**config.mk**
```make
export PLATFORM = sky130hd
export DESIGN_NAME = breakpoint_table
export DESIGN_NICKNAME = d
export VERILOG_FILES = /design/src/rtl/core/bpt_pkg.sv /design/src/rtl/core/bpt_ctrl.sv /design/src/rtl/core/bpt_datapath.sv /design/src/rtl/core/breakpoint_table.sv
export SDC_FILE = /design/constraint.sdc
export NUM_CORES = 1
export LEC_CHECK = 0
export BUFFER_PORTS_ARGS = -buffer_cell sky130_fd_sc_hd__buf_2
export CORE_ASPECT_RATIO = 1.5
export CORE_MARGIN = 8
export CORE_UTILIZATION = 60
export DETAILED_ROUTE_END_ITERATION = 10
export PLACE_DENSITY = 0.74
export SYNTH_ARGS = -nofsm -noshare
export SYNTH_HDL_FRONTEND = slang
export SYNTH_SLANG_ARGS = --single-unit
```
**constraint.sdc**
```tcl
create_clock -name clk -period 12.2 [get_ports clk]
set_input_delay 1.22 -clock clk [delete_from_list [all_inputs] [get_ports clk]]
set_output_delay 1.22 -clock clk [all_outputs]
set_load 0.005 [all_outputs]
```
**src/rtl/core/bpt_pkg.sv**
```systemverilog
// Shared types and constants for the breakpoint table.
// No dependencies; imported by every module of the block.
package bpt_pkg;

  localparam int LIST_DEPTH_DEF = 32;
  localparam int CPU_COUNT_DEF  = 2;
  localparam int ADDR_W         = 16;
  localparam int CNT_W          = 6;
  localparam int CAP_MAX        = 63;

  typedef enum logic [1:0] {
    ST_CHECKED = 2'd0,
    ST_ADDED   = 2'd1,
    ST_REMOVED = 2'd2,
    ST_FULL    = 2'd3
  } status_t;

  // controller -> datapath
  typedef struct packed {
    logic load;       // capture a new transaction
    logic rd_en;      // read list entry
    logic rd_next;    // read at idx+1 instead of idx
    logic set_found;  // compare hit seen
    logic idx_inc;
    logic wr_move;    // write idx with the entry just read
    logic wr_append;  // write idx with the transaction address
    logic len_inc;
    logic len_dec;
  } cmd_t;

  // datapath -> controller
  typedef struct packed {
    logic cpu_ok;
    logic mode;
    logic at_end;     // idx reached list length
    logic hit;        // read data equals address
    logic more;       // idx+1 still inside the list
    logic room;       // list below capacity
  } stat_t;

endpackage

```
**src/rtl/core/bpt_ctrl.sv**
```systemverilog
// Sequencer for the breakpoint table: scan, compaction and append steps.
// Depends on bpt_pkg.
module bpt_ctrl (
  input  logic           clk,
  input  logic           rst,
  input  logic           start,
  input  bpt_pkg::stat_t st,
  output bpt_pkg::cmd_t  cmd,
  output logic           busy,
  output logic           done
);
  import bpt_pkg::*;

  typedef enum logic [6:0] {
    S_IDLE    = 7'b0000001,
    S_LOOK    = 7'b0000010,
    S_CMP     = 7'b0000100,
    S_MOVE    = 7'b0001000,
    S_MOVE_WR = 7'b0010000,
    S_APPEND  = 7'b0100000,
    S_FINISH  = 7'b1000000
  } state_t;

  state_t state, state_next;

  always_ff @(posedge clk) begin
    if (rst) begin
      state <= S_IDLE;
    end else begin
      state <= state_next;
    end
  end

  always_comb begin
    state_next = state;
    cmd        = '0;
    case (state)
      S_IDLE: begin
        if (start) begin
          cmd.load   = 1'b1;
          state_next = S_LOOK;
        end
      end
      S_LOOK: begin
        if (!st.cpu_ok) begin
          state_next = S_FINISH;
        end else if (st.at_end) begin
          if (st.mode && st.room) begin
            state_next = S_APPEND;
          end else begin
            state_next = S_FINISH;
          end
        end else begin
          cmd.rd_en  = 1'b1;
          state_next = S_CMP;
        end
      end
      S_CMP: begin
        if (st.hit) begin
          cmd.set_found = 1'b1;
          state_next    = st.mode ? S_MOVE : S_FINISH;
        end else begin
          cmd.idx_inc = 1'b1;
          state_next  = S_LOOK;
        end
      end
      S_MOVE: begin
        if (st.more) begin
          cmd.rd_en   = 1'b1;
          cmd.rd_next = 1'b1;
          state_next  = S_MOVE_WR;
        end else begin
          cmd.len_dec = 1'b1;
          state_next  = S_FINISH;
        end
      end
      S_MOVE_WR: begin
        cmd.wr_move = 1'b1;
        cmd.idx_inc = 1'b1;
        state_next  = S_MOVE;
      end
      S_APPEND: begin
        cmd.wr_append = 1'b1;
        cmd.len_inc   = 1'b1;
        state_next    = S_FINISH;
      end
      S_FINISH: begin
        state_next = S_IDLE;
      end
      default: begin
        state_next = S_IDLE;
      end
    endcase
  end

  assign busy = (state != S_IDLE);
  assign done = (state == S_FINISH);

endmodule

```
**src/rtl/core/bpt_datapath.sv**
```systemverilog
// Breakpoint table datapath: list memory, per-processor lengths, result fields.
// Depends on bpt_pkg.
module bpt_datapath #(
  parameter int LIST_DEPTH = bpt_pkg::LIST_DEPTH_DEF,
  parameter int CPU_COUNT  = bpt_pkg::CPU_COUNT_DEF
) (
  input  logic                       clk,
  input  logic                       rst,
  input  bpt_pkg::cmd_t              cmd,
  input  logic                       mode,
  input  logic                       cpu_select,
  input  logic [bpt_pkg::ADDR_W-1:0] address,
  output bpt_pkg::stat_t             st,
  output logic                       match,
  output logic [1:0]                 status,
  output logic [bpt_pkg::CNT_W-1:0]  entry_count
);
  import bpt_pkg::*;

  localparam int MEM_DEPTH = CPU_COUNT * LIST_DEPTH;
  localparam int AW        = (MEM_DEPTH > 1) ? $clog2(MEM_DEPTH) : 1;
  localparam int CAPACITY  = (LIST_DEPTH > CAP_MAX) ? CAP_MAX : LIST_DEPTH;

  logic [ADDR_W-1:0] mem [MEM_DEPTH];
  logic [ADDR_W-1:0] rd_data;

  logic              mode_q;
  logic              cpu_q;
  logic [ADDR_W-1:0] addr_q;
  logic [CNT_W-1:0]  idx;
  logic              found;
  logic              added;

  logic [CNT_W-1:0]  lens [CPU_COUNT];
  logic [CNT_W-1:0]  cur_len;
  logic              cpu_ok;
  logic [CNT_W:0]    idx_plus;
  logic [AW-1:0]     rd_addr;
  logic [AW-1:0]     wr_addr;
  logic [ADDR_W-1:0] wr_data;
  status_t           status_code;

  assign cpu_ok   = (int'(cpu_q) < CPU_COUNT);
  assign idx_plus = {1'b0, idx} + {{CNT_W{1'b0}}, 1'b1};

  always_comb begin
    cur_len = '0;
    for (int c = 0; c < CPU_COUNT; c++) begin
      if (int'(cpu_q) == c) begin
        cur_len = lens[c];
      end
    end
  end

  // Transaction capture and scan index
  always_ff @(posedge clk) begin
    if (cmd.load) begin
      mode_q <= mode;
      cpu_q  <= cpu_select;
      addr_q <= address;
    end
    if (cmd.load) begin
      idx <= '0;
    end else if (cmd.idx_inc) begin
      idx <= idx_plus[CNT_W-1:0];
    end
  end

  always_ff @(posedge clk) begin
    if (rst) begin
      found <= 1'b0;
      added <= 1'b0;
    end else if (cmd.load) begin
      found <= 1'b0;
      added <= 1'b0;
    end else begin
      if (cmd.set_found) begin
        found <= 1'b1;
      end
      if (cmd.wr_append) begin
        added <= 1'b1;
      end
    end
  end

  always_ff @(posedge clk) begin
    if (rst) begin
      for (int c = 0; c < CPU_COUNT; c++) begin
        lens[c] <= '0;
      end
    end else begin
      for (int c = 0; c < CPU_COUNT; c++) begin
        if (int'(cpu_q) == c) begin
          if (cmd.len_inc) begin
            lens[c] <= lens[c] + CNT_W'(1);
          end else if (cmd.len_dec) begin
            lens[c] <= lens[c] - CNT_W'(1);
          end
        end
      end
    end
  end

  // List memory: one write port, one registered read port
  assign rd_addr = AW'(int'(cpu_q) * LIST_DEPTH
                      + (cmd.rd_next ? int'(idx_plus) : int'(idx)));
  assign wr_addr = AW'(int'(cpu_q) * LIST_DEPTH + int'(idx));
  assign wr_data = cmd.wr_append ? addr_q : rd_data;

  always_ff @(posedge clk) begin
    if (cmd.wr_move || cmd.wr_append) begin
      mem[wr_addr] <= wr_data;
    end
  end

  always_ff @(posedge clk) begin
    if (cmd.rd_en) begin
      rd_data <= mem[rd_addr];
    end
  end

  always_comb begin
    st.cpu_ok = cpu_ok;
    st.mode   = mode_q;
    st.at_end = (idx >= cur_len);
    st.hit    = (rd_data == addr_q);
    st.more   = (idx_plus < {1'b0, cur_len});
    st.room   = (cur_len < CNT_W'(CAPACITY));
  end

  always_comb begin
    if (!cpu_ok || !mode_q) begin
      status_code = ST_CHECKED;
    end else if (found) begin
      status_code = ST_REMOVED;
    end else if (added) begin
      status_code = ST_ADDED;
    end else begin
      status_code = ST_FULL;
    end
  end

  assign match       = found;
  assign status      = status_code;
  assign entry_count = cpu_ok ? cur_len : '0;

endmodule

```
**src/rtl/core/breakpoint_table.sv**
```systemverilog
// Breakpoint table top level. A check scans the selected list until a hit or its end;
// a removal then moves each later entry down by one, and an append writes the address
// at the end of the list. One transaction at a time: the next one is taken only once the
// sequencer is back in idle after done. done is a one-cycle strobe, never stalled.
// Reset (rst, synchronous): list lengths to zero, sequencer to idle; memory not cleared.
module breakpoint_table #(
  parameter int LIST_DEPTH = bpt_pkg::LIST_DEPTH_DEF,
  parameter int CPU_COUNT  = bpt_pkg::CPU_COUNT_DEF
) (
  input  logic                       clk,
  input  logic                       rst,
  input  logic                       start,
  output logic                       busy,
  input  logic                       mode,
  input  logic                       cpu_select,
  input  logic [bpt_pkg::ADDR_W-1:0] address,
  output logic                       done,
  output logic                       match,
  output logic [1:0]                 status,
  output logic [bpt_pkg::CNT_W-1:0]  entry_count
);
  import bpt_pkg::*;

  // Controller and datapath talk only through these two bundles.
  cmd_t  cmd;
  stat_t st;

  // Sequencer: idle -> look/compare loop over the selected list, then either
  // compaction (read idx+1, write idx), an append, or straight to finish.
  // A transaction is taken when start is high and busy is low.
  bpt_ctrl u_ctrl (
    .clk   (clk),
    .rst   (rst),
    .start (start),
    .st    (st),
    .cmd   (cmd),
    .busy  (busy),
    .done  (done)
  );

  // Datapath: holds the transaction, the packed lists in one memory (list c
  // starts at c*LIST_DEPTH), the per-processor lengths and the result fields,
  // which are valid while done is high.
  bpt_datapath #(
    .LIST_DEPTH (LIST_DEPTH),
    .CPU_COUNT  (CPU_COUNT)
  ) u_dp (
    .clk         (clk),
    .rst         (rst),
    .cmd         (cmd),
    .mode        (mode),
    .cpu_select  (cpu_select),
    .address     (address),
    .st          (st),
    .match       (match),
    .status      (status),
    .entry_count (entry_count)
  );

endmodule

```
After elaboration in Yosys (flattened, before gate mapping)
Memories as Yosys holds them, arrays and structs flattened. A register that Yosys moved wholly into a read port is not among the register bits.
Index checks and enable logic that the tools add are counted.
Storage, ports and cells
  register bits: 33
  RAM bits: 1036
  output and inout bits: 11
  word-level logic and storage cells: 86
  memories kept: 2
Operators by class
  $add $sub $neg: 7
  $lt $le $gt $ge: 3
  equal/unequal tests: 10
  muxes and demuxes: 50
  bitwise operators: 4
  reductions and logical operators: 3
Memory list
  u_dp.mem: depth 64, bits a word 16, read ports 1, clocked after Yosys merged registers in 1, write ports 1, line bpt_datapath.sv:24  | logic [ADDR_W-1:0] mem [MEM_DEPTH];
  u_dp.lens: depth 2, bits a word 6, read ports 2, clocked after Yosys merged registers in 0, write ports 2, line bpt_datapath.sv:34  | logic [CNT_W-1:0] lens [CPU_COUNT];
Operators with widths (number)
  7-bit 2-to-1 mux: 6
  7-bit one-hot mux with 6 select lines: 1
  6-bit 2-to-1 mux: 6
  1-bit 2-to-1 mux: 29
  16-bit == test: 1
  16-bit 2-to-1 mux: 1
  6-bit by 1-bit adder with 6-bit output, second input constant: 2
  6-bit adder: 2
  6-bit by 1-bit subtractor with 6-bit output, second input constant: 2
  2-bit 2-to-1 mux: 5
  6-bit by 1-bit adder with 7-bit output, second input constant: 1
  7-bit by 1-bit == test with 1-bit output, second input constant: 1
  7-bit by 2-bit == test with 1-bit output, second input constant: 1
  7-bit by 3-bit == test with 1-bit output, second input constant: 1
  7-bit by 4-bit == test with 1-bit output, second input constant: 1
  7-bit by 5-bit == test with 1-bit output, second input constant: 1
  7-bit by 6-bit == test with 1-bit output, second input constant: 1
  7-bit == test, second input constant: 1
  7-bit by 6-bit less-than comparator with 1-bit output: 1
  7-bit by 1-bit != test with 1-bit output, second input constant: 1
  6-bit greater-or-equal comparator: 1
  6-bit less-than comparator, second input constant: 1
  1-bit OR: 4
  1-bit one-hot mux with 2 select lines: 2
  other kinds (4): 4

Longest topological paths before layout
An unclocked memory read counts as a cell.
  depth after elaboration: 11
  gate-level depth with buffers: 18
  gate-level depth less buffers: 17

By module
Synthesis repeated with hierarchy kept, for this count alone.
Second synthesis, totals
  cells, all modules: 3199
  area total of the unflattened synthesis: 51558.2 µm²
Modules (own cells, without submodules)
  bpt_datapath: times used 1, cells an instance 3144, area an instance 51079.0 µm²
  bpt_ctrl: times used 1, cells an instance 55, area an instance 479.2 µm²

Worst setup path after synthesis
No wires, ideal clock.
  kind: flip-flop to flip-flop
  start point: register u_dp.idx[2]
  end point: memory u_dp.lens[0][5] (data pin)
  arrival time: 3.740 ns
  data required time: 11.934 ns
  path slack: 8.195 ns
  stages on the path, launching flop included: 19
  path buffers: 3
  period minus slack after synthesis: 4.005 ns
  cell sequence: dfxtp_1 > clkbuf_1 > clkbuf_1 > clkbuf_1 > xor2_1 > ha_1 > nand3b_1 > a21o_1 > nand3_1 > nand2_1 > nor3_1 > ha_1 > a21o_1 > a21oi_1 > o21bai_1 > a21oi_1 > xnor2_1 > xnor2_1 > nor2_1
RTL lines
  start: declaration: line bpt_datapath.sv:30  | logic [CNT_W-1:0] idx;
  start signal: assignment: line bpt_datapath.sv:65  | idx <= idx_plus[CNT_W-1:0];
  end: declaration: line bpt_datapath.sv:34

Worst setup path in the final report
  start point: register u_dp.idx[1]
  end point: register u_dp.rd_data[8] (read register of u_dp.mem) (data pin)
Between the ends
  cells in the longest elaborated chain, start to end: 6
  elaborated cells between the ends (all ways): 9
  classes of those cells: add/sub: 2; order compare: 2; mux: 5
RTL lines
  6-bit by 1-bit adder with 7-bit output *: line bpt_datapath.sv:44  | assign idx_plus = {1'b0, idx} + {{CNT_W{1'b0}}, 1'b1};
  named net u_dp.idx_plus[4]: line bpt_datapath.sv:37  | logic [CNT_W:0] idx_plus;
  7-bit by 6-bit less-than comparator with 1-bit output: line bpt_datapath.sv:127  | st.more = (idx_plus < {1'b0, cur_len});
  2-bit 2-to-1 mux: line bpt_ctrl.sv:68  | if (st.more) begin
  1-bit 2-to-1 mux: line bpt_ctrl.sv:37  | case (state)
  6-bit 2-to-1 mux: line bpt_datapath.sv:106  | + (cmd.rd_next ? int'(idx_plus) : int'(idx)));
  6-bit adder: line bpt_datapath.sv:106
  end: declaration: line bpt_datapath.sv:25  | logic [ADDR_W-1:0] rd_data;
The timed path passes the listed nets; every way through them passes the cells marked *.
A chain may end at the register's enable or synchronous reset.

==> results.txt <==
Status - completed
Initial antenna violation count - 1
RSZ-0062 raised after global routing - false
Share of flip-flops with an asynchronous set or reset - 0%
I/O Buffers - 31
TritonRoute pass-1 iters - 6
Fillers - 5,095
Worst-Skew Late Latency - 0.68 ns
Cell variety after synth - 55
Starting Density - 60.21%
Largest cells by area after synthesis - edfxtp_1 (70%), mux2i_1 (8.2%), nand2_1 (5.1%)
Busiest grt layer - met2
Clock Tree Root - clkbuf_16
Final hold violation count - 0
Pleak - 15.78 nW
EDFF count, synth - 1,070
Placed cell areas - 47,150 um^2
Die Wd - 241.3 um
Yosys reg bits - 1,085
Share of layout cells above drive strength 1 - 9.091%
Residual DRC - 0
Main synth FF type - edfxtp_1
Slew Limit Fails - 0
Die area - 85,400 um^2
Vias in the first global route - 28.65k
Total CTS buffers - 94
Register-to-Register Path Depth - 14
Crit Path Class - reg -> reg
Worst-Margin Slew - 1.346 ns
Total GRT Usage - 28.23%
Vias per cell - 6.615
Hold Crit Class - reg -> reg
VDD IR max - 107.0 uV
Most common cell in the netlist - edfxtp_1
Critical Path Start Type - flip-flop
Cells after synthesis - 3,312
Slew HR - 10.24%
WP data required - 12.58 ns
Clk_skew - 0.02588 ns
RR Startpoint - u_dp.idx[1]
Total Nets Final - 3,376
Avg Cell Area, Syn - 13.79 um^2
Remaining global-route overflow - 0
Hold wc startpoint - u_dp.added
Pin count of the biggest net entering global routing - 145
CTS tree - built
Die H - 353.9 um
Register area share after synthesis - 71.00%
# rows - 124
WL/cell - 27.50 um
Routed wire length - 121.5 mm
TNS Setup - 0 ns
Syn Nets - 3,353
H-tree depth - 3
Hold buffers post-CTS - 0
Worst-path clk slew - 0.07 ns
Area of the core - 75,870 um^2
Hold Crit Depth - 2
Routability-driven placement congestion ratio - 0.8511
Cell area after synthesis - 45,680 um^2
Final instance area - 50,230 um^2
Area grow syn2layout - 9.968%
I/O pins - 32
Final HPWL from detailed placement - 70.89 mm
Clock buffer depth - 3
Period utilization - 51.21%
Synth warn - 0
Achievable Freq - 160.1 MHz
Clock sinks - 1,085
Reg area - 32,440 um^2
Arr. time, crit path - 6.63 ns
Cell taking the most area after synthesis - edfxtp_1
Via count - 29.23k
Post-synth top cells - edfxtp_1 (1,070), nand2_1 (616), mux2i_1 (375)
First-pass GRT wire length - 179.1 mm
GRT met1 Usage - 35.29%
1st-iter DRT viols - 3,774
M3 GR Usage - 3.961%
Final setup fails - 0
Area of the multi-input gates - 12,450 um^2
Critical Path Source - u_dp.idx[1]
Top-area cell type share of the netlist area - 70.34%
GRT met2 Usage - 47.14%
CTS-repair resized insts - 0
Hold WS - 0.4967 ns
Pwr dens - 147.7 nW/um^2
Minimum clock period - 6.247 ns
Max_cap viols - 0
Crit. End Element - flip-flop
Overall Power - 7.418 mW
Number of routed nets with antenna violations - 0
Buffer count from post-CTS setup fixing - 0
Crit path max fanout - 136
## stage by stage
step / std cells / setup slack [ns] / utilization, %
3_5_place_dp: 4246 / 6.074 / 62.15
5_1_grt: 4418 / 5.619 / 66.21
6_report: 4419 / 5.953 / 66.21
2_1_floorplan: 3312 / 8.195 / -
3_3_place_gp: 4246 / 6.173 / 62.15
4_1_cts: 4417 / 6.034 / 66.17
## layout make-up
cell class | count | share of cell area, %
Antenna cell | 1 | 0.004982
Clock buffer | 114 | 4.959
Clock inverter | 57 | 1.108
Inverter | 18 | 0.1495
Multi-Input combinational cell | 2005 | 24.78
Sequential cell | 1085 | 64.57
Tap cell | 1008 | 2.511
Timing Repair Buffer | 131 | 1.918
## layer usage
metal,vias to the layer above,share of wire (%)
met1,14566,36
met2,1702,49
met3,305,9.2
met5,-,0
li1,12657,-
met4,0,5.7
## worst max-delay path, stage by stage (launching register included)
cell and delay [ns]:
dfxtp_1 0.61, ha_1 0.34, nand3_1 0.18, xnor2_1 0.18
ha_1 0.31, nand3_1 0.08, a21o_1 0.22, and4_4 0.31
xnor2_4 0.74, buf_12 0.62, buf_4 0.78, mux2i_1 0.28
o22ai_1 0.12, nor4_1 0.67, o2111ai_1 0.16
## cell families after synthesis
group | after synthesis | synth area share [%]
AOI/OAI and AO/OA | 752 | 9.899
xor gates and xnor gates | 38 | 0.7451
adders and majority gates | 20 | 0.5643
buffers and inverters | 222 | 1.964
DFF | 1085 | 71.00
muxes | 398 | 8.798
and+or+nand+nor | 797 | 7.031
## placed cells by master (no fill, tap or decap), drive strengths merged, types with 2 or more instances in the layout
cell type	count
nor4	20
xnor2	30
inv	21
nand2b	6
nor2	101
o31ai	49
and2	6
nand3	9
nand2	616
mux2i	376
and3	2
nor3b	3
nor2b	5
o22a	2
nand4	8
o21bai	4
a21o	6
ha	19
bufinv	10
clkinvlp	5
o22ai	161
mux2	22
clkbuf	114
o21ai	101
or3	3
nand3b	3
dfxtp	15
a221oi	2
o211ai	49
a21oi	306
edfxtp	1070
xor2	8
nor3	11
buf	131
o2111ai	64
clkinv	39
nand4b	2
## state kept, by name, summed over array words and instances, names as in the netlist, 6 cells and up
signal	cells
u_ctrl.state	7
u_dp.addr_q	16
u_dp.idx	6
u_dp.lens	12
u_dp.mem	1024
u_dp.rd_data	16
## path summary, 6_finish.rpt
kind,end,slack [ns]
max,u_dp.rd_data[8],5.95
min,u_dp.added,0.50
max reg2reg,u_dp.rd_data[8],5.95
min reg2reg,u_dp.added,0.50
## power by group
part / leakage, nW / internal [mW] / total [mW] / switching [mW]
Combinational: 4.53 / 0.0639 / 0.254 / 0.191
Clock: 1.48 / 1.67 / 2.99 / 1.32
Sequential: 9.76 / 4.15 / 4.18 / 0.0306
Total: 15.8 / 5.88 / 7.42 / 1.54
Power figures use the tool's default switching activity.
